===== config.mk =====
export PLATFORM = sky130hd
export DESIGN_NAME = hcpm_lane
export DESIGN_NICKNAME = d
export VERILOG_FILES = /design/src/rtl/hcpm_pkg.sv /design/src/rtl/hcpm_lane.sv
export SDC_FILE = /design/constraint.sdc
export NUM_CORES = 2
export LEC_CHECK = 0
export ABC_AREA = 1
export BUFFER_PORTS_ARGS = -buffer_cell sky130_fd_sc_hd__buf_2
export CAP_MARGIN = 20
export CELL_PAD_IN_SITES_DETAIL_PLACEMENT = 1
export CELL_PAD_IN_SITES_GLOBAL_PLACEMENT = 2
export CORE_UTILIZATION = 39
export CTS_CLUSTER_DIAMETER = 40
export DETAILED_ROUTE_END_ITERATION = 10
export HOLD_SLACK_MARGIN = 0.1
export PLACE_DENSITY_LB_ADDON = 0.3
export SYNTH_ARGS = -nofsm -noshare
export SYNTH_HDL_FRONTEND = slang
export SYNTH_SLANG_ARGS = --single-unit

===== constraint.sdc =====
create_clock -name clk -period 17.47 [get_ports clk]
set_input_delay 2.6205 -clock clk [delete_from_list [all_inputs] [get_ports clk]]
set_output_delay 2.6205 -clock clk [all_outputs]
set_load 0.05 [all_outputs]

===== src/rtl/hcpm_pkg.sv =====
// ----------------------------------------------------------------------------
// hcpm_pkg
// Shared constants, types and fp32/bf16 arithmetic helpers for the post-mix
// pipeline.
// ----------------------------------------------------------------------------
package hcpm_pkg;

  localparam int NPORT       = 4;
  localparam int STREAMS_DEF = 4;
  localparam int IDX_W       = 5;

  typedef enum logic {
    CMD_LOAD = 1'b0,
    CMD_MIX  = 1'b1
  } cmd_t;

  typedef struct packed {
    logic               nan;
    logic               inf;
    logic               zero;
    logic               sign;
    logic signed [10:0] be;
    logic [31:0]        mant;
  } fp_raw_t;

  function automatic logic [5:0] lzc32(input logic [31:0] m);
    logic [5:0] lz;
    lz = '0;
    for (int i = 0; i < 32; i++) begin
      if (m[i]) lz = 6'(31 - i);
    end
    return lz;
  endfunction

  // exact product of an fp32 and a bf16, not yet normalized
  function automatic fp_raw_t mul_raw(input logic [31:0] a, input logic [15:0] b);
    fp_raw_t    r;
    logic [7:0] ea, eb, eae, ebe;
    logic       a_nan, a_inf, a_zero, b_nan, b_inf, b_zero;
    logic [23:0] ma;
    logic [7:0]  mb;
    ea     = a[30:23];
    eb     = b[14:7];
    a_nan  = (ea == 8'hFF) && (a[22:0] != '0);
    a_inf  = (ea == 8'hFF) && (a[22:0] == '0);
    a_zero = (ea == 8'h00) && (a[22:0] == '0);
    b_nan  = (eb == 8'hFF) && (b[6:0] != '0);
    b_inf  = (eb == 8'hFF) && (b[6:0] == '0);
    b_zero = (eb == 8'h00) && (b[6:0] == '0);
    eae    = (ea == 8'h00) ? 8'd1 : ea;
    ebe    = (eb == 8'h00) ? 8'd1 : eb;
    ma     = {(ea != 8'h00), a[22:0]};
    mb     = {(eb != 8'h00), b[6:0]};
    r.sign = a[31] ^ b[15];
    r.nan  = a_nan | b_nan | (a_inf & b_zero) | (a_zero & b_inf);
    r.inf  = a_inf | b_inf;
    r.zero = a_zero | b_zero;
    r.mant = {8'd0, ma} * {24'd0, mb};
    r.be   = $signed({3'd0, eae}) + $signed({3'd0, ebe}) - 11'sd126;
    return r;
  endfunction

  // aligned sum of two fp32 values with guard, round and sticky bits
  function automatic fp_raw_t add_raw(input logic [31:0] a, input logic [31:0] b);
    fp_raw_t     r;
    logic        a_nan, a_inf, b_nan, b_inf, swap;
    logic [31:0] x, y;
    logic [7:0]  exe, eye, d;
    logic [4:0]  dd;
    logic [26:0] mx, my, mys;
    logic [58:0] ext;
    logic [27:0] s;
    a_nan = (a[30:23] == 8'hFF) && (a[22:0] != '0);
    a_inf = (a[30:23] == 8'hFF) && (a[22:0] == '0);
    b_nan = (b[30:23] == 8'hFF) && (b[22:0] != '0);
    b_inf = (b[30:23] == 8'hFF) && (b[22:0] == '0);
    swap  = b[30:0] > a[30:0];
    x     = swap ? b : a;
    y     = swap ? a : b;
    exe   = (x[30:23] == 8'h00) ? 8'd1 : x[30:23];
    eye   = (y[30:23] == 8'h00) ? 8'd1 : y[30:23];
    d     = exe - eye;
    dd    = (d > 8'd31) ? 5'd31 : d[4:0];
    mx    = {(x[30:23] != 8'h00), x[22:0], 3'd0};
    my    = {(y[30:23] != 8'h00), y[22:0], 3'd0};
    ext   = {my, 32'd0} >> dd;
    mys   = {ext[58:33], ext[32] | (|ext[31:0])};
    if (x[31] == y[31]) begin
      s = {1'b0, mx} + {1'b0, mys};
    end else begin
      s = {1'b0, mx} - {1'b0, mys};
    end
    r.nan  = a_nan | b_nan | (a_inf & b_inf & (a[31] != b[31]));
    r.inf  = a_inf | b_inf;
    r.zero = 1'b0;
    if (a_inf | b_inf) begin
      r.sign = a_inf ? a[31] : b[31];
    end else if (s == '0) begin
      r.sign = a[31] & b[31];
    end else begin
      r.sign = x[31];
    end
    r.mant = {4'd0, s};
    r.be   = $signed({3'd0, exe}) + 11'sd5;
    return r;
  endfunction

  // normalize and round to fp32, round-to-nearest-even, subnormals kept
  function automatic logic [31:0] norm_round(input fp_raw_t r);
    logic [5:0]         lz, sh;
    logic [31:0]        mn, kept;
    logic signed [10:0] e, shf;
    logic [63:0]        ext;
    logic               sticky, inc;
    logic [7:0]         expf;
    logic [30:0]        sum;
    logic [31:0]        res;
    lz     = lzc32(r.mant);
    mn     = r.mant << lz;
    e      = r.be - $signed({5'd0, lz});
    shf    = 11'sd1 - e;
    sh     = (shf > 11'sd63) ? 6'd63 : shf[5:0];
    ext    = {mn, 32'd0} >> sh;
    if (e >= 11'sd1) begin
      kept   = mn;
      sticky = 1'b0;
      expf   = e[7:0];
    end else begin
      kept   = ext[63:32];
      sticky = |ext[31:0];
      expf   = 8'd0;
    end
    sticky = sticky | (|kept[6:0]);
    inc    = kept[7] & (sticky | kept[8]);
    sum    = {expf, kept[30:8]} + {30'd0, inc};
    if (r.nan) begin
      res = 32'h7FC0_0000;
    end else if (r.inf || (!(r.zero || (r.mant == '0)) && (e >= 11'sd255))) begin
      res = {r.sign, 8'hFF, 23'd0};
    end else if (r.zero || (r.mant == '0)) begin
      res = {r.sign, 31'd0};
    end else begin
      res = {r.sign, sum};
    end
    return res;
  endfunction

  function automatic logic [15:0] to_bf16(input logic [31:0] u);
    logic [31:0] s;
    s = u + 32'h0000_7FFF + {31'd0, u[16]};
    if ((u[30:23] == 8'hFF) && (u[22:0] != '0)) begin
      return 16'h7FC0;
    end
    return s[31:16];
  endfunction

endpackage


===== src/rtl/hcpm_lane.sv =====
// ----------------------------------------------------------------------------
// hcpm_lane
// Accumulation chain for one output: per stream an align/add stage and a
// normalize/round stage, products carried alongside.
// ----------------------------------------------------------------------------
module hcpm_lane import hcpm_pkg::*; #(
  parameter int STREAMS = STREAMS_DEF
) (
  input  logic                       clk,
  input  logic [2*STREAMS-1:0]       en,
  input  logic [31:0]                post_p,
  input  logic [STREAMS-1:0][31:0]   comb_p,
  output logic [31:0]                acc
);

  fp_raw_t                   raw_r [STREAMS];
  logic [31:0]               acc_r [STREAMS];
  logic [STREAMS-1:0][31:0]  cpa_r [STREAMS];
  logic [STREAMS-1:0][31:0]  cp_r  [STREAMS];

  for (genvar k = 0; k < STREAMS; k++) begin : g_step
    logic [31:0]              acc_in;
    logic [STREAMS-1:0][31:0] cp_in;
    if (k == 0) begin : g_first
      assign acc_in = post_p;
      assign cp_in  = comb_p;
    end else begin : g_next
      assign acc_in = acc_r[k-1];
      assign cp_in  = cp_r[k-1];
    end

    always_ff @(posedge clk) begin
      if (en[2*k]) begin
        raw_r[k] <= add_raw(acc_in, cp_in[k]);
        cpa_r[k] <= cp_in;
      end
      if (en[2*k+1]) begin
        acc_r[k] <= norm_round(raw_r[k]);
        cp_r[k]  <= cpa_r[k];
      end
    end
  end

  assign acc = acc_r[STREAMS-1];

endmodule


After elaboration in Yosys (flattened, before gate mapping)
Memories as Yosys holds them, arrays and structs flattened.
Index checks and enable logic that the tools add are counted.
{"block": "word_totals", "wordCells": 440, "n_memories": 4, "ram_bits": 1312, "reg_bits": 0, "output_inout_bits": 32, "inputBits": 169}
{"memory": "cp_r", "words": 4, "width": 128, "rd": 3, "rd_clocked_by_memory_dff": 0, "write_ports": 4, "line": "hcpm_lane.sv:19", "text": "logic [STREAMS-1:0][31:0] cp_r [STREAMS];"}
{"memory": "cpa_r", "words": 4, "width": 128, "rd": 4, "rd_clocked_by_memory_dff": 0, "write_ports": 4, "line": "hcpm_lane.sv:18", "text": "logic [STREAMS-1:0][31:0] cpa_r [STREAMS];"}
{"memory": "raw_r", "words": 4, "width": 40, "rd": 4, "rd_clocked_by_memory_dff": 0, "write_ports": 4, "line": "hcpm_lane.sv:16", "text": "fp_raw_t raw_r [STREAMS];"}
{"memory": "acc_r", "words": 4, "width": 32, "rd": 4, "rd_clocked_by_memory_dff": 0, "write_ports": 4, "line": "hcpm_lane.sv:17", "text": "logic [31:0] acc_r [STREAMS];"}
{"block": "classes", "n_lt_le_gt_ge": 20, "n_mux": 236, "add_sub_neg": 28, "n_reduce_logical": 84, "n_eq_ne": 16, "bitwise_logic": 40, "shifts": 12}
{"operator": "two-way mux 6 bit", "n": 132}
{"operator": "two-way mux 32 bit", "n": 16}
{"operator": "two-way mux 31 bit", "n": 16}
{"operator": "OR reduction 32 bit", "n": 8}
{"operator": ">> shifter 64 x 6 -> 63 bit", "n": 4}
{"operator": ">> shifter 59 x 5 -> 59 bit", "n": 4}
{"operator": "two-way mux 28 bit", "n": 8}
{"operator": "zero test 23 bit", "n": 8}
{"operator": "nonzero test 23 bit", "n": 8}
{"operator": "zero test 32 bit", "n": 4}
{"operator": "two-way mux 8 bit", "n": 16}
{"operator": "left shift 32 x 6 -> 32 bit", "n": 4}
{"operator": "adder 31 x 1 -> 31 bit", "n": 4}
{"operator": "greater-than comparator 31 bit", "n": 4}
{"operator": "adder 27 x 27 -> 28 bit", "n": 4}
{"operator": "zero test 28 bit", "n": 4}
{"operator": "subtractor 27 x 27 -> 28 bit", "n": 4}
{"operator": "equality test 8 bit (second input constant)", "n": 8}
{"operator": "zero test 8 bit", "n": 8}
{"operator": "nonzero test 8 bit", "n": 8}
{"operator": "greater-or-equal comparator 11 x 2 -> 1 bit (second input constant)", "n": 4}
{"operator": "greater-or-equal comparator 11 x 9 -> 1 bit (second input constant)", "n": 4}
{"operator": "greater-than comparator 11 x 7 -> 1 bit (second input constant)", "n": 4}
{"operator": "subtractor 11 x 7 -> 11 bit", "n": 4}
{"operator": "15 further kinds", "n": 148}

Depth between registers and ports, before layout
An unclocked memory read counts as a cell.
{"block": "logic_depth", "word_depth": 50, "mapped_depth": 80, "mapped_depth_nobuf": 76}

Worst setup path before layout
OpenSTA, ideal clock, no wires.
{"block": "synth_timing", "path_type": "in2reg", "startpoint": "in post_p[2]", "endpoint": "mem raw_r[0][37] (netlist name), data pin", "setup_slack_ns": 6.064, "arrival_ns": 11.150, "stages": 72, "path_buffers": 5, "setup_ns": 0.256, "cell_sequence": "inv_1 ha_1 a21oi_1 o21ai_0 nand2_1 o211ai_1 nand2_1 o2111ai_1 nand3_1 nand3_1 nand2_2 buf_2 clkbuf_1 clkbuf_1 clkbuf_1 o21ai_0 nor4_1 nand4_1 [... 36 more ...] nand2_1 nand3_1 nand2_1 nand3_1 nand2_1 nand3_1 nand2_1 nand4_1 a22oi_1 nand2_1 xor2_1 nand3_1 nor2_1 nand4_1 nor2_1 nand4_1 nand3_1 nand2_1"}
{"element": "start: declaration", "line": "hcpm_lane.sv:11", "text": "input logic [31:0] post_p,"}
{"element": "end: declaration", "line": "hcpm_lane.sv:16"}

==> results.toml <==
[placement]
port_buffers = 200
dp_hpwl_um = 227000
place_ws_ns = 3.54
gp_congestion = 0.958
placed_area_um2 = 73300

[floorplan]
core_um2 = 179000
die_x_um = 428
initial_utilization_pct = 39.5
pin_count = 201
die_height_um = 428
dieArea_um2 = 183000
rows = 155

[hold_path]
whs_path_depth = 0
holdCritPathClass = "reg2reg"

[pwr]
max-vdd-ir-drop_mv = 0.136
powerDensity_nw_per_um2 = 172
p_leak_nw = 36.1

[timing]
finClkSkew_ns = 0.0728
worstMarginPinSlew_ns = 1.08
period_needed_ns = 13.17
rsz0062_at_grt = "false"
finalMaxSlewViolations = 0
setup_tns_ns = 0
setup_viol = 0
period_share_pct = 75.4
finalHoldViolations = 0
fin_ws_ns = 4.30
fmax_mhz = 75.9
relSlewSlack_pct = 27.9

[synthesis]
synth_seq_cells = 672
synth_area_leader_cell = "edfxtp_1"
yosys.area_share.simple_pct = 40.7
syn_area_um2 = 70700
ys.flop_type = "edfxtp_1"
syn_inst = 11000
synth_area_leaders = "edfxtp_1, nand2_1, nand3_1, ha_1, inv_1"
post_synth_mux_area_share_pct = 0.186
netlist.area_leader.share_pct = 28.5
syn_nets = 11600
synth_enable_flop_cells = 672
synth.most_common_cell = "nand2_1"
yosys.area_share.adder_pct = 7.28
synth_top_family_by_area = "simple AND/OR/NAND/NOR gates"
synth.avg_cell_area_um2 = 6.42
yosys_warnings = 0
async_flop_share_pct = 0
synth_compound_area_share_pct = 11.7
ys_seq_area_share_pct = 28.5
synth-xor-area-share_pct = 1.73
yosys.cell_types.count = 80
synth_common_cells = "nand2_1, nand3_1, inv_1"

[worst_setup_path]
ff2ff_path_depth = 66
critPathSlowestCell = "buf_4"
crit_fanout = 126
slowest_delay_ns = 0.78
worstPathArrival_ns = 13.66
path_common_cell = "nand2_1"
cp_data_required_time_ns = 17.95
crit_type = "in2reg"
startpoint_type = "input port"
critPathCaptureType = "register"

[cells_and_area]
final_area_um2 = 77100
area_growth_pct = 9.04
fillCellCount = 23800
drive_above_1_share_pct = 6.70
layout.nets = 11600

[drt]
routedWlPerCell_um = 20.7
firstDrtPassIters = 6
vias = 75300
vias_per_cell = 5.61
antenna_left = 0
drc = 0
drt_iter0_markers = 5361
drt_wl_total_um = 278000

[clock_tree]
cts_buffers = 105
clkTransAtPathRegs_ns = 0.06
worstSkewPairLatency_ns = 0.79
post_cts_buffers = 0
clockBufferDepth = 3
clockRootBuffer = "clkbuf_16"
hold_buffers = 0
clock_sinks = 672
cts_tree = "done"
cts_resized = 0
htree_levels = 3

[global_routing]
gr-usage-all-layers_pct = 29.6
grt_pass1_wl_um = 435000
overflow = 0
grt_start_max_net_pins = 127
grt_pass1_vias = 76500
antenna_found_initial = 7

[run]
drv_cap = 0

[run_status]
outcome = "completed"
cell usage in the layout, fill, tap and decap left out, types with 92 or more instances in the layout:
cell type  Yosys  layout
xor2_1       111     111
nand2_1     3301    3299
buf_4         17      92
nor2_1       825     816
nand3_1     1813    1813
nor3_1       110     110
buf_2        101     195
nand4_1      252     252
edfxtp_1     672     672
a21oi_1      423     422
o21ai_1      202     202
inv_1       1219    1219
ha_1         392     392
o21ai_0      555     555
clkbuf_16      0     105
per-layer routing:
| layer | global-route usage (%) | vias to the layer above | wire, um |
|---|---|---|---|
| met2 | 52.1 | 1518 | 136000 |
| li1 | - | 36900 | - |
| met5 | 0 | - | 41 |
| met1 | 37.7 | 36400 | 123000 |
| met3 | 2.51 | 423 | 9260 |
| met4 | 10.5 | 6 | 10400 |
report_power, final:
group	internal, W	switching [W]
clock	0.00131	0.000895
sequential	0.00206	0.000168
combinational	0.00245	0.00636
total	0.00582	0.00742
critical path: cells and delay by family:
kind | cells | cell delay (ns)
and+or+nand+nor | 41 | 5.25
adders and majority gates | 4 | 1.45
xor gates and xnor gates | 2 | 0.31
AOI/OAI and AO/OA | 12 | 2.41
buffers and inverters | 9 | 1.60
state kept, by name, summed over array words and instances (netlist names):
register and flops:
cpa_r 192, cp_r 192, acc_r 128, raw_r 160
area by class of cell:
class,count,area [um^2],area share (%)
Antenna cell,2,5.00,0.00649
Sequential cell,672,20200,26.2
Timing Repair Buffer,291,1730,2.25
Clock buffer,111,2650,3.44
Clock inverter,84,1130,1.47
Multi-Input combinational cell,8620,43600,56.6
Inverter,1287,4830,6.27
Tap cell,2355,2950,3.82
final timing paths:
kind,start,end,slack [ns]
max reg2reg,cp_r[1][74],raw_r[2][37],4.95
min,cpa_r[0][84],cp_r[0][84],0.40
min reg2reg,cpa_r[0][84],cp_r[0][84],0.40
max,post_p[14],raw_r[0][37],4.30
logic make-up after synthesis:
kind of cell    Yosys count
simple gates           6583
fa+ha+maj               404
flops                   672
buf+inv                1722
xor+xnor                140
compound gates         1480
mux                      13
stage by stage:
step | cells | utilization [%] | hold slack, ns | total power (W)
floorplan | 11000 | - | 0.400 | 0.00837
global placement | 13200 | 40.9 | 0.401 | 0.0108
detailed placement | 13200 | 40.9 | 0.405 | 0.0109
CTS | 13400 | 43.0 | 0.402 | 0.0132
global route | 13400 | 43.0 | 0.407 | 0.0143
finish | 13400 | 43.0 | 0.399 | 0.0132
Power figures use the tool's default switching activity.
