--- src/rtl/hcpm_pkg.sv ---
// ----------------------------------------------------------------------------
// hcpm_pkg
// Shared constants, types and fp32/bf16 arithmetic helpers for the post-mix
// pipeline.
// ----------------------------------------------------------------------------
package hcpm_pkg;

  localparam int NPORT       = 4;
  localparam int STREAMS_DEF = 4;
  localparam int IDX_W       = 5;

  typedef enum logic {
    CMD_LOAD = 1'b0,
    CMD_MIX  = 1'b1
  } cmd_t;

  typedef struct packed {
    logic               nan;
    logic               inf;
    logic               zero;
    logic               sign;
    logic signed [10:0] be;
    logic [31:0]        mant;
  } fp_raw_t;

  function automatic logic [5:0] lzc32(input logic [31:0] m);
    logic [5:0] lz;
    lz = '0;
    for (int i = 0; i < 32; i++) begin
      if (m[i]) lz = 6'(31 - i);
    end
    return lz;
  endfunction

  // exact product of an fp32 and a bf16, not yet normalized
  function automatic fp_raw_t mul_raw(input logic [31:0] a, input logic [15:0] b);
    fp_raw_t    r;
    logic [7:0] ea, eb, eae, ebe;
    logic       a_nan, a_inf, a_zero, b_nan, b_inf, b_zero;
    logic [23:0] ma;
    logic [7:0]  mb;
    ea     = a[30:23];
    eb     = b[14:7];
    a_nan  = (ea == 8'hFF) && (a[22:0] != '0);
    a_inf  = (ea == 8'hFF) && (a[22:0] == '0);
    a_zero = (ea == 8'h00) && (a[22:0] == '0);
    b_nan  = (eb == 8'hFF) && (b[6:0] != '0);
    b_inf  = (eb == 8'hFF) && (b[6:0] == '0);
    b_zero = (eb == 8'h00) && (b[6:0] == '0);
    eae    = (ea == 8'h00) ? 8'd1 : ea;
    ebe    = (eb == 8'h00) ? 8'd1 : eb;
    ma     = {(ea != 8'h00), a[22:0]};
    mb     = {(eb != 8'h00), b[6:0]};
    r.sign = a[31] ^ b[15];
    r.nan  = a_nan | b_nan | (a_inf & b_zero) | (a_zero & b_inf);
    r.inf  = a_inf | b_inf;
    r.zero = a_zero | b_zero;
    r.mant = {8'd0, ma} * {24'd0, mb};
    r.be   = $signed({3'd0, eae}) + $signed({3'd0, ebe}) - 11'sd126;
    return r;
  endfunction

  // aligned sum of two fp32 values with guard, round and sticky bits
  function automatic fp_raw_t add_raw(input logic [31:0] a, input logic [31:0] b);
    fp_raw_t     r;
    logic        a_nan, a_inf, b_nan, b_inf, swap;
    logic [31:0] x, y;
    logic [7:0]  exe, eye, d;
    logic [4:0]  dd;
    logic [26:0] mx, my, mys;
    logic [58:0] ext;
    logic [27:0] s;
    a_nan = (a[30:23] == 8'hFF) && (a[22:0] != '0);
    a_inf = (a[30:23] == 8'hFF) && (a[22:0] == '0);
    b_nan = (b[30:23] == 8'hFF) && (b[22:0] != '0);
    b_inf = (b[30:23] == 8'hFF) && (b[22:0] == '0);
    swap  = b[30:0] > a[30:0];
    x     = swap ? b : a;
    y     = swap ? a : b;
    exe   = (x[30:23] == 8'h00) ? 8'd1 : x[30:23];
    eye   = (y[30:23] == 8'h00) ? 8'd1 : y[30:23];
    d     = exe - eye;
    dd    = (d > 8'd31) ? 5'd31 : d[4:0];
    mx    = {(x[30:23] != 8'h00), x[22:0], 3'd0};
    my    = {(y[30:23] != 8'h00), y[22:0], 3'd0};
    ext   = {my, 32'd0} >> dd;
    mys   = {ext[58:33], ext[32] | (|ext[31:0])};
    if (x[31] == y[31]) begin
      s = {1'b0, mx} + {1'b0, mys};
    end else begin
      s = {1'b0, mx} - {1'b0, mys};
    end
    r.nan  = a_nan | b_nan | (a_inf & b_inf & (a[31] != b[31]));
    r.inf  = a_inf | b_inf;
    r.zero = 1'b0;
    if (a_inf | b_inf) begin
      r.sign = a_inf ? a[31] : b[31];
    end else if (s == '0) begin
      r.sign = a[31] & b[31];
    end else begin
      r.sign = x[31];
    end
    r.mant = {4'd0, s};
    r.be   = $signed({3'd0, exe}) + 11'sd5;
    return r;
  endfunction

  // normalize and round to fp32, round-to-nearest-even, subnormals kept
  function automatic logic [31:0] norm_round(input fp_raw_t r);
    logic [5:0]         lz, sh;
    logic [31:0]        mn, kept;
    logic signed [10:0] e, shf;
    logic [63:0]        ext;
    logic               sticky, inc;
    logic [7:0]         expf;
    logic [30:0]        sum;
    logic [31:0]        res;
    lz     = lzc32(r.mant);
    mn     = r.mant << lz;
    e      = r.be - $signed({5'd0, lz});
    shf    = 11'sd1 - e;
    sh     = (shf > 11'sd63) ? 6'd63 : shf[5:0];
    ext    = {mn, 32'd0} >> sh;
    if (e >= 11'sd1) begin
      kept   = mn;
      sticky = 1'b0;
      expf   = e[7:0];
    end else begin
      kept   = ext[63:32];
      sticky = |ext[31:0];
      expf   = 8'd0;
    end
    sticky = sticky | (|kept[6:0]);
    inc    = kept[7] & (sticky | kept[8]);
    sum    = {expf, kept[30:8]} + {30'd0, inc};
    if (r.nan) begin
      res = 32'h7FC0_0000;
    end else if (r.inf || (!(r.zero || (r.mant == '0)) && (e >= 11'sd255))) begin
      res = {r.sign, 8'hFF, 23'd0};
    end else if (r.zero || (r.mant == '0)) begin
      res = {r.sign, 31'd0};
    end else begin
      res = {r.sign, sum};
    end
    return res;
  endfunction

  function automatic logic [15:0] to_bf16(input logic [31:0] u);
    logic [31:0] s;
    s = u + 32'h0000_7FFF + {31'd0, u[16]};
    if ((u[30:23] == 8'hFF) && (u[22:0] != '0)) begin
      return 16'h7FC0;
    end
    return s[31:16];
  endfunction

endpackage

--- src/rtl/hcpm_weights.sv ---
// ----------------------------------------------------------------------------
// hcpm_weights
// Register file for post weights and the combine matrix; one write per cycle,
// every entry visible at once.
// ----------------------------------------------------------------------------
module hcpm_weights import hcpm_pkg::*; #(
  parameter int WCOUNT = STREAMS_DEF + STREAMS_DEF * STREAMS_DEF
) (
  input  logic                     clk,
  input  logic                     we,
  input  logic [IDX_W-1:0]         waddr,
  input  logic [31:0]              wdata,
  output logic [WCOUNT-1:0][31:0]  weights
);

  logic [WCOUNT-1:0][31:0] w_r;

  always_ff @(posedge clk) begin
    for (int i = 0; i < WCOUNT; i++) begin
      if (we && (int'(waddr) == i)) begin
        w_r[i] <= wdata;
      end
    end
  end

  assign weights = w_r;

endmodule

--- config.mk ---
export PLATFORM = sky130hd
export DESIGN_NAME = hcpm_weights
export DESIGN_NICKNAME = d
export VERILOG_FILES = /design/src/rtl/hcpm_pkg.sv /design/src/rtl/hcpm_weights.sv
export SDC_FILE = /design/constraint.sdc
export NUM_CORES = 1
export LEC_CHECK = 0
export ABC_CLOCK_PERIOD_IN_PS = 4500
export BUFFER_PORTS_ARGS = -buffer_cell sky130_fd_sc_hd__buf_4
export CAP_MARGIN = 20
export CORE_AREA = 2 2 266 268
export CTS_BUF_LIST = sky130_fd_sc_hd__clkbuf_4
export DETAILED_ROUTE_END_ITERATION = 6
export DIE_AREA = 0 0 268 270
export GPL_TIMING_DRIVEN = 0
export PLACE_DENSITY = 0.58
export SETUP_SLACK_MARGIN = 0.2
export SYNTH_ARGS = -nofsm -noshare
export SYNTH_HDL_FRONTEND = slang
export SYNTH_SLANG_ARGS = --single-unit
--- constraint.sdc ---
create_clock -name clk -period 4.5 [get_ports clk]
set_clock_uncertainty 0.15 [all_clocks]
set_input_delay 1.35 -clock clk [delete_from_list [all_inputs] [get_ports clk]]
set_output_delay 1.35 -clock clk [all_outputs]
set_load 0.1 [all_outputs]
[Word level (Yosys, flattened, before mapping)]
Index checks and enable logic that the tools add are counted.
Storage, ports and cells
  flip-flop bits (word level): 640
  bits in latches: 0
  bits in writable memories: 0
  bits in read-only memories: 0
  input port bits: 39
  output and inout port bits: 640
  memories kept: 0
Cells by class
  $add $sub $neg: 0
  multiply operators: 0
  div/mod/pow operators: 0
  order comparisons: 0
  equal/unequal tests: 19
  shifts and indexed selects: 0
  muxes and demuxes: 0
  bitwise logic cells: 0
  reduce and logical (&&, ||, !) cells: 21
Operator list (number)
  $eq 5x5->1 const B: 12
  $eq 5x4->1 const B: 4
  $logic_and 1x1->1: 20
  $eq 5x3->1 const B: 2
  $eq 5x2->1 const B: 1
  $logic_not 5->1: 1

[Longest topological paths before layout]
Gate-level depths: netlist (run 1).
  word-level depth: 2
  depth in mapped cells: 2

[Worst setup path before layout (run 1)]
Ideal clock, no wire load.
  path kind: input-to-reg
  start: input waddr[2]
  end: register w_r, in the netlist weights[576], enable pin
  library setup time: 0.468 ns
  arrival time: 4.032 ns
  path slack: -0.150 ns
  stages on the path: 2
  cell sequence: nand4bb_1 nor3b_1
Between the ends
  cells in the longest elaborated chain, start to end: 2
Ends and longest elaborated chain
  start: declaration: RTL line hcpm_weights.sv:11  | input logic [IDX_W-1:0] waddr,
  $eq 5x5->1: RTL line hcpm_weights.sv:20  | if (we && (int'(waddr) == i)) begin
  $logic_and 1x1->1: RTL line hcpm_weights.sv:20
  end signal: indexed assignment: RTL line hcpm_weights.sv:21  | w_r[i] <= wdata;
  end: declaration: RTL line hcpm_weights.sv:16  | logic [WCOUNT-1:0][31:0] w_r;
Every way passes these cells.
A chain may end at the register's enable or synchronous reset.

[Worst setup path after layout (run 1)]
  start: register w_r, in the netlist weights[95]
  end: output weights[95] (netlist name)
RTL lines
  end: declaration: RTL line hcpm_weights.sv:13  | output logic [WCOUNT-1:0][31:0] weights
No word-level cell between the ends.

==> key figures, run 1 <==
Worst hold path
  • Hold_sp: wdata[21]
  • Hold Path Class: in2reg

Power
  • Leak: 0.0106 uW
  • Sw frac: 0.235
  • VDD IR-drop max: 0.239 mV
  • Sw Pwr: 2880 uW
  • Clock power frac: 0.398
  • Internal cell power: 9390 uW
  • Power Total: 12300 uW
  • Pwr dens: 431 nW/um2
  • Flop pwr share: 0.542
  • Logic pwr share: 0.060

Timing
  • Hold WS: 611 ps
  • Headroom to the max-slew limit: 0.349
  • RSZ-0062 raised after global routing: false
  • Pin slew with the least headroom to its limit: 977 ps
  • Max-slew violations: 0
  • # setup viols final: 0
  • Tmin final: 3100 ps
  • Tcrit/Tclk final: 0.689
  • Setup TNS Final: 0 ps
  • Final hold violation count: 0
  • Max Freq: 323 MHz

Clock tree
  • CTS buffer count: 161
  • # resized after CTS: 0
  • Root Driver: clkbuf_4
  • Post-CTS Setup Repair Bufs: 0
  • CTS sink cnt: 640
  • H-tree levels: 4
  • # hold bufs at CTS: 0
  • Buffer depth of the longest clock path: 3
  • CTS tree: yes
  • Reg clk slew, reported paths: 70 ps

Synthesis
  • Top cells by count, synth: edfxtp_1 (640), nor2_1 (13), nor3_1 (4)
  • Post-synthesis sequential area ratio: 0.991
  • Synthesized area per cell: 29.0 um2
  • Top cells by area, synth: edfxtp_1 (99%), nor2_1 (0.25%), nand4bb_1 (0.17%)
  • Cell taking the most area after synthesis: edfxtp_1
  • Number of synthesized flops with an enable pin: 640
  • FFs w/ async S/R, synth: 0
  • Count of cell types in the netlist: 10
  • Most numerous cell in the Yosys netlist: edfxtp_1
  • Syn_nets: 708
  • Syn Std Cell Area: 19400 um2
  • Syn. warnings: 0
  • Yosys top cell area share: 0.991
  • Synthesized flop and latch total: 640
  • Mapped Cells: 669
  • Prevailing post-synth register cell: edfxtp_1

Routing
  • DRT iter0 DRCs: 975
  • Via count: 10.9k
  • DR WL/cell: 23.3 um
  • Drt via density: 4.21
  • Routed WL: 60.4 mm
  • Antenna Violating Nets Remaining: 0
  • DRC: 0
  • First-pass iteration count of the detailed router: 5

Final layout
  • Max reg flops: 640
  • Fillers: 6296
  • Final net count: 1585
  • Seq. cell area: 19200 um2
  • Area Growth Syn to Fin: 46.8%
  • Layout cells sized above 1: 0.595
  • Multi-input gate area: 323 um2
  • Post-route cell area: 28500 um2

Critical path
  • CP Cell Sequence: buf_4
  • Critical Path RT: 3000 ps
  • Worst path bufs/invs: 1
  • Crit Path Class: reg2out
  • CP Capture Type: output port
  • Worst path arrival time: 1600 ps
  • Critical path origin: weights[95]
  • Slowest cell on crit path: edfxtp_1
  • Crit path max-delay family: flip-flops
  • Crit path launch type: flip-flop
  • Critical path fanouts, max: 1
  • Slowest Stage Delay on Critical Path: 370 ps

Placement
  • Dpl cell area: 26400 um2
  • Port-buffer cells: 678
  • Final GP Congestion: 0.746
  • Final HPWL DP: 41.4 mm

Floorplan
  • Io pins: 679
  • Full die area: 72400 um2
  • Die W: 268 um
  • Core ar.: 69500 um2
  • Cell Rows: 97
  • Initial Utilization: 0.279
  • Die Height: 270 um

Global route
  • GRT Residual Overflow: 0
  • First-pass GRT wire length: 81.3 mm
  • GRT Resource Usage Total: 0.162
  • Initial antenna violation count: 2
  • Largest net degree at the start of global routing: 21
  • Number of global-route vias before repair: 11.3k

Outcome
  • Status: complete, no violations

Job
  • Max-cap violations: 0
==> cells by family (layout without fill, tap and decap cells) <==
family                 after synthesis  count (layout)  synth area share
flip-flops                         640             640             0.991
AND/OR/NAND/NOR                     29              29           0.00878
buffers and inverters                0             978                 0
other                                0               4                 0
==> power groups by stage <==
stage	Sequential [uW]	Combinational [uW]	Clock, uW
5_1_grt	6650	757	5340
3_5_place_dp	6780	744	0
6_report	6650	738	4880
3_3_place_gp	6780	713	0
2_1_floorplan	7240	20.4	0
4_1_cts	6650	743	5030
==> final timing paths <==
check,endpoint,cells after the start,slack (ps)
hold / removal,weights[85],1,610
setup / recovery,weights[95],1,1400
==> metal layers <==
layer,vias to the layer above,global-route usage,routed length [um]
met5,-,0,0
met4,0,0.0570,1070
met3,90,0.0613,5500
met2,615,0.279,31200
met1,5613,0.182,22600
li1,4595,-,-
==> layout make-up <==
class,instances,share of cell area
flip-flops and latches,640,0.675
repair buffers,714,0.201
clock buffers,226,0.0596
well taps,940,0.0413
clock inverters,38,0.0116
multi-input cells,29,0.0113
diodes,4,0.000352
==> metrics by stage <==
stage / setup WS [ps] / std cells / utilization
floorplan: -150 / 669 / -
detailed placement: 849 / 2323 / 0.380
CTS: 1230 / 2587 / 0.409
global route: 1250 / 2591 / 0.409
finish: 1400 / 2591 / 0.409
global placement: -4080 / 2287 / 0.369
==> cell usage in the layout, fill, tap and decap left out <==
master,count
clkinv_4,1
clkinvlp_4,1
inv_2,2
nor3_2,1
nand2b_1,2
buf_6,11
clkbuf_4,226
nand4b_1,1
inv_6,3
edfxtp_1,640
nor2_4,13
nor3b_2,2
clkinv_2,6
nand4bb_1,3
nand2_1,2
diode_2,4
nor3_4,4
buf_8,7
bufinv_16,6
or4b_4,1
buf_16,4
clkinv_1,19
buf_4,678
buf_12,14
(Power assumes the default switching activity.)
==> run 2: changes to the inputs <==
- ABC_CLOCK_PERIOD_IN_PS: 4500 -> 2800
- clock period: 4.5 -> 2.8 ns (I/O delays scaled with it)
==> run 2 against run 1 <==
  * Via count rose by 1.9%
  * Combinational power rose by 76%
  * Design area rose by 10%
  * First-iteration DRC count decreased by 14%
  * Routed wire length is 4.8% higher
  * Clock power up 63%
  * Setup slack got worse by 1200 ps
  * Cell count grew 1.1%
  * Hold slack got worse by 430 ps
  * Non-clock buffer count increased by 27
  * Sequential power up 61%
==> key figures, run 2 (same netlist as run 1, synthesis figures left out) <==
Timing
  • # setup viols final: 0 (unchanged)
  • Headroom to the max-slew limit: 0.319 (was 0.349)
  • Max-slew violations: 0 (unchanged)
  • Max Freq: 387 MHz
  • Tmin final: 2590 ps
  • RSZ-0062 raised after global routing: true (was false)
  • Pin slew with the least headroom to its limit: 1020 ps (was 977 ps)
  • Tcrit/Tclk final: 0.924
  • Final hold violation count: 0 (unchanged)

Floorplan
  • Io pins: 679 (unchanged)
  • Die W: 268 um (unchanged)
  • Initial Utilization: 0.279 (unchanged)
  • Full die area: 72400 um2 (unchanged)
  • Core ar.: 69500 um2 (unchanged)
  • Cell Rows: 97 (unchanged)
  • Die Height: 270 um (unchanged)

Placement
  • Port-buffer cells: 678 (unchanged)
  • Final HPWL DP: 42.7 mm (was 41.4 mm)
  • Dpl cell area: 26500 um2 (was 26400 um2)
  • Final GP Congestion: 0.746 (about the same)

Routing
  • Routed WL: 63.3 mm (was 60.4 mm)
  • DRC: 0 (unchanged)
  • First-pass iteration count of the detailed router: 5 (unchanged)
  • Antenna Violating Nets Remaining: 0 (unchanged)
  • DR WL/cell: 24.2 um (was 23.3 um)
  • Via count: 11.1k (was 10.9k)
  • Drt via density: 4.24 (was 4.21)
  • DRT iter0 DRCs: 834 (was 975)

Global route
  • GRT Residual Overflow: 0 (unchanged)
  • Initial antenna violation count: 4 (was 2)
  • GRT Resource Usage Total: 0.172 (was 0.162)
  • Largest net degree at the start of global routing: 22 (was 21)
  • First-pass GRT wire length: 86.4 mm (was 81.3 mm)
  • Number of global-route vias before repair: 11.6k (was 11.3k)

Power
  • Power Total: 20000 uW (was 12300 uW)
  • Pwr dens: 638 nW/um2 (was 431 nW/um2)
  • Leak: 0.0115 uW (was 0.0106 uW)
  • VDD IR-drop max: 0.398 mV (was 0.239 mV)

Critical path
  • Slowest Stage Delay on Critical Path: 420 ps (was 370 ps)
  • Crit path launch type: flip-flop (unchanged)
  • Critical Path RT: 1810 ps (was 3000 ps)
  • Slowest cell on crit path: edfxtp_1 (unchanged)
  • CP Capture Type: output port (unchanged)
  • Crit path max-delay family: flip-flops (unchanged)
  • Crit Path Class: reg2out (unchanged)
  • CP Cell Sequence: buf_6 (was buf_4)
  • Worst path bufs/invs: 1 (unchanged)
  • Critical path fanouts, max: 1 (unchanged)
  • Worst path arrival time: 1600 ps (about the same)

Clock tree
  • Root Driver: clkbuf_4 (unchanged)
  • CTS sink cnt: 640 (unchanged)
  • H-tree levels: 4 (unchanged)
  • Reg clk slew, reported paths: 70 ps (about the same)
  • Buffer depth of the longest clock path: 3 (unchanged)
  • CTS buffer count: 161 (unchanged)
  • CTS tree: yes (unchanged)

Final layout
  • Commonest non-fill, non-tap cells in the layout: edfxtp_1 (640), buf_6 (631), clkbuf_4 (225) (was buf_4 (678), edfxtp_1 (640), clkbuf_4 (226))
  • Commonest non-fill, non-tap cell in the layout: edfxtp_1 (was buf_4)
  • Fillers: 5869 (was 6296)
  • Layout cells sized above 1: 0.582 (was 0.595)
  • Max reg flops: 640 (unchanged)
  • Post-route cell area: 31300 um2 (was 28500 um2)
  • Area Growth Syn to Fin: 61.5% (was 46.8%)
  • Final net count: 1612 (was 1585)

Worst hold path
  • Hold path cells: 2 (was 1)
  • Hold Path Class: in2reg (unchanged)
  • Hold_sp: waddr[0] (was wdata[21])
  • Min-Delay Endpoint: weights[596] (was weights[85])

Outcome
  • Status: complete, no violations (unchanged)

Job
  • Max-cap violations: 0 (unchanged)
-- run 2: how the worst max path moves through the flow --
stage	slack, ps	start	to	cells past startpoint
floorplan	-270	waddr[1]	weights[288]	2
finish	210	weights[51]	weights[51]	1
global route	80	weights[50]	weights[50]	1
global placement	-2900	waddr[0]	weights[456]	3
CTS	40	weights[50]	weights[50]	1
detailed placement	-490	waddr[0]	weights[71]	5
-- run 2: area by class of cell --
class	count	area (um2)	share of cell area
Antenna cell	7	17.5	0.000559
Clock buffer	225	1690	0.0539
Clock inverter	38	340	0.0109
Multi-Input combinational cell	29	358	0.0114
Sequential cell	640	19200	0.614
Tap cell	940	1180	0.0376
Timing Repair Buffer	741	8510	0.272
-- run 2: what timing repair did --
action / CTS / global route
endpoints found under the setup margin: 640 / 639
gates cloned: 0 / 0
hold buffers: 32 / 0
endpoints found under the hold margin: 620 / 0
buffers inserted: 0 / 0
gates resized for setup: 640 / 9
-- run 2: stage by stage --
step / utilization / TNS, ps / instances / setup WS, ps / hold WS, ps
after floorplan: - / -94410 / 669 / -273 / 789
after global placement: 0.370 / -1315390 / 2287 / -2900 / 1020
after detailed placement: 0.381 / -106790 / 2318 / -493 / 1040
after CTS: 0.450 / 0 / 2613 / 44.9 / 19.3
after global routing: 0.450 / 0 / 2616 / 81.5 / 71.4
final: 0.450 / 0 / 2620 / 213 / 177
-- run 2: power breakdown --
part           internal (uW)  switching [uW]
clock network           4240            3720
registers              10700            48.4
logic                    277            1020
-- run 2: metal layers --
metal / global-route usage / share of wire / up-vias
met5: 0 / 0 / -
met4: 0.0692 / 0.025 / 0
met3: 0.0647 / 0.080 / 97
met2: 0.293 / 0.52 / 577
met1: 0.193 / 0.38 / 5788
li1: - / - / 4655
==> run 3: changes to the inputs <==
- PLACE_DENSITY: 0.58 -> unset
- SLEW_MARGIN: unset -> 20
==> run 3 against run 2 <==
  * Setup slack lost 3.8 ps
  * Sequential cell count is the same
  * Clock power shrank 2%
  * Clock-buffer cell count grew 12
  * Maximum frequency shrank 0.15%
  * Critical path depth is the same
  * Critical path type unchanged
  * Largest power group unchanged
  * Combinational power is essentially flat
  * Sequential share of layout area shrank 0.41 points
  * Non-clock buffer count grew 13
==> key figures, run 3 (same netlist as run 1, synthesis figures left out) <==
Outcome
  • Status: complete, no violations (unchanged)

Critical path
  • Slowest cell on crit path: edfxtp_1 (unchanged)
  • Critical path fanouts, max: 1 (unchanged)
  • Worst path arrival time: 1600 ps (about the same)
  • CP Capture Type: output port (unchanged)
  • CP Cell Sequence: buf_6 (unchanged)
  • Critical Path RT: 1810 ps (about the same)
  • Slowest Stage Delay on Critical Path: 470 ps (was 420 ps)
  • Crit Path Class: reg2out (unchanged)
  • Crit path launch type: flip-flop (unchanged)
  • Crit path max-delay family: flip-flops (unchanged)
  • Worst path bufs/invs: 1 (unchanged)

Placement
  • Final GP Congestion: 0.754 (was 0.746)
  • Final HPWL DP: 42.7 mm (about the same)
  • Port-buffer cells: 678 (unchanged)

Power
  • Leak: 0.0116 uW (was 0.0115 uW)
  • VDD IR-drop max: 0.426 mV (was 0.398 mV)
  • Pwr dens: 629 nW/um2 (was 638 nW/um2)

Timing
  • Hold WS: 178 ps (was 177 ps)
  • Final hold violation count: 0 (unchanged)
  • Max Freq: 386 MHz (was 387 MHz)
  • Max-slew violations: 0 (unchanged)
  • Pin slew with the least headroom to its limit: 716 ps (was 1020 ps)
  • Tcrit/Tclk final: 0.925 (was 0.924)
  • Tmin final: 2590 ps (about the same)
  • Headroom to the max-slew limit: 0.521 (was 0.319)
  • # setup viols final: 0 (unchanged)
  • RSZ-0062 raised after global routing: true (unchanged)

Final layout
  • Final net count: 1627 (was 1612)
  • Fillers: 5839 (was 5869)
  • Max reg flops: 640 (unchanged)
  • Finished Core Util: 0.453 (was 0.450)
  • Commonest non-fill, non-tap cell in the layout: edfxtp_1 (unchanged)
  • Area Growth Syn to Fin: 62.6% (was 61.5%)
  • Commonest non-fill, non-tap cells in the layout: edfxtp_1 (640), buf_6 (620), clkbuf_4 (237) (was edfxtp_1 (640), buf_6 (631), clkbuf_4 (225))
  • Layout cells sized above 1: 0.592 (was 0.582)

Clock tree
  • CTS sink cnt: 640 (unchanged)
  • CTS buffer count: 163 (was 161)
  • Buffer depth of the longest clock path: 3 (unchanged)
  • CTS tree: yes (unchanged)
  • H-tree levels: 4 (unchanged)
  • Root Driver: clkbuf_4 (unchanged)
  • Reg clk slew, reported paths: 70 ps (about the same)

Global route
  • Number of global-route vias before repair: 11.6k (about the same)
  • Initial antenna violation count: 3 (was 4)
  • First-pass GRT wire length: 83.6 mm (was 86.4 mm)
  • GRT Residual Overflow: 0 (unchanged)
  • Largest net degree at the start of global routing: 21 (was 22)
  • GRT Resource Usage Total: 0.165 (was 0.172)

Floorplan
  • Initial Utilization: 0.279 (unchanged)
  • Full die area: 72400 um2 (unchanged)
  • Io pins: 679 (unchanged)
  • Core ar.: 69500 um2 (unchanged)
  • Die Height: 270 um (unchanged)
  • Die W: 268 um (unchanged)
  • Cell Rows: 97 (unchanged)

Routing
  • Via count: 11.2k (was 11.1k)
  • DRC: 0 (unchanged)
  • Drt via density: 4.25 (was 4.24)
  • Routed WL: 62.3 mm (was 63.3 mm)
  • Antenna Violating Nets Remaining: 0 (unchanged)
  • First-pass iteration count of the detailed router: 5 (unchanged)
  • DRT iter0 DRCs: 852 (was 834)
  • DR WL/cell: 23.7 um (was 24.2 um)

Job
  • Max-cap violations: 0 (unchanged)

Worst hold path
  • Hold Path Class: in2reg (unchanged)
## run 3: cell types whose count changed in the layout (fill, tap and decap cells not counted), sizes merged
cell / previous run / this run
buf: 709 / 725
diode: 7 / 8
bufinv: 6 / 4
inv: 5 / 4
clkbuf: 225 / 237
clkinv: 25 / 16
dlygate4sd3: 32 / 29
## run 3: final timing paths
check              startpoint      endpoint  slack [ps]  depth (start not counted)
hold / removal      wdata[27]  weights[603]         180                          1
setup / recovery  weights[33]   weights[33]         210                          1
## run 3: area by class of cell
class | instances | area (um2) | share of cell area
well taps | 940 | 1180 | 0.0373
flip-flops and latches | 640 | 19200 | 0.610
multi-input cells | 29 | 358 | 0.0114
clock buffers | 237 | 1780 | 0.0564
repair buffers | 754 | 8740 | 0.277
diodes | 8 | 20.0 | 0.000635
clock inverters | 26 | 233 | 0.00738
## run 3: timing repair
item	in CTS	in global routing
hold buffers	29	0
endpoints found under the setup margin	640	633
endpoints found under the hold margin	477	0
buffers inserted	0	0
resized for setup	300	368
## run 3: metal layers
| layer | up-vias | track usage | wire [um] |
|---|---|---|---|
| met1 | 5783 | 0.182 | 22500 |
| met5 | - | 0 | 0 |
| met3 | 106 | 0.0604 | 5190 |
| li1 | 4701 | - | - |
| met4 | 0 | 0.0688 | 1550 |
| met2 | 613 | 0.286 | 33100 |
## run 3: where the power goes
group,leakage (uW),internal (uW),switching (uW),total [uW]
clock,0.00120,4210,3620,7830
combinational,0.00467,281,1020,1300
sequential,0.00577,10700,50.0,10700
## run 3: metrics by stage
stage	power [uW]	instances	setup TNS [ps]	setup WS, ps	cell area (um2)
after floorplan	11700	669	-94410	-273	19500
after global placement	12000	2287	-1250940	-2840	25700
after detailed placement	12100	2334	-13580	-307	26700
after CTS	20000	2626	0	17.1	30100
after global routing	20600	2633	0	39.1	31500
final	19800	2634	0	209	31500
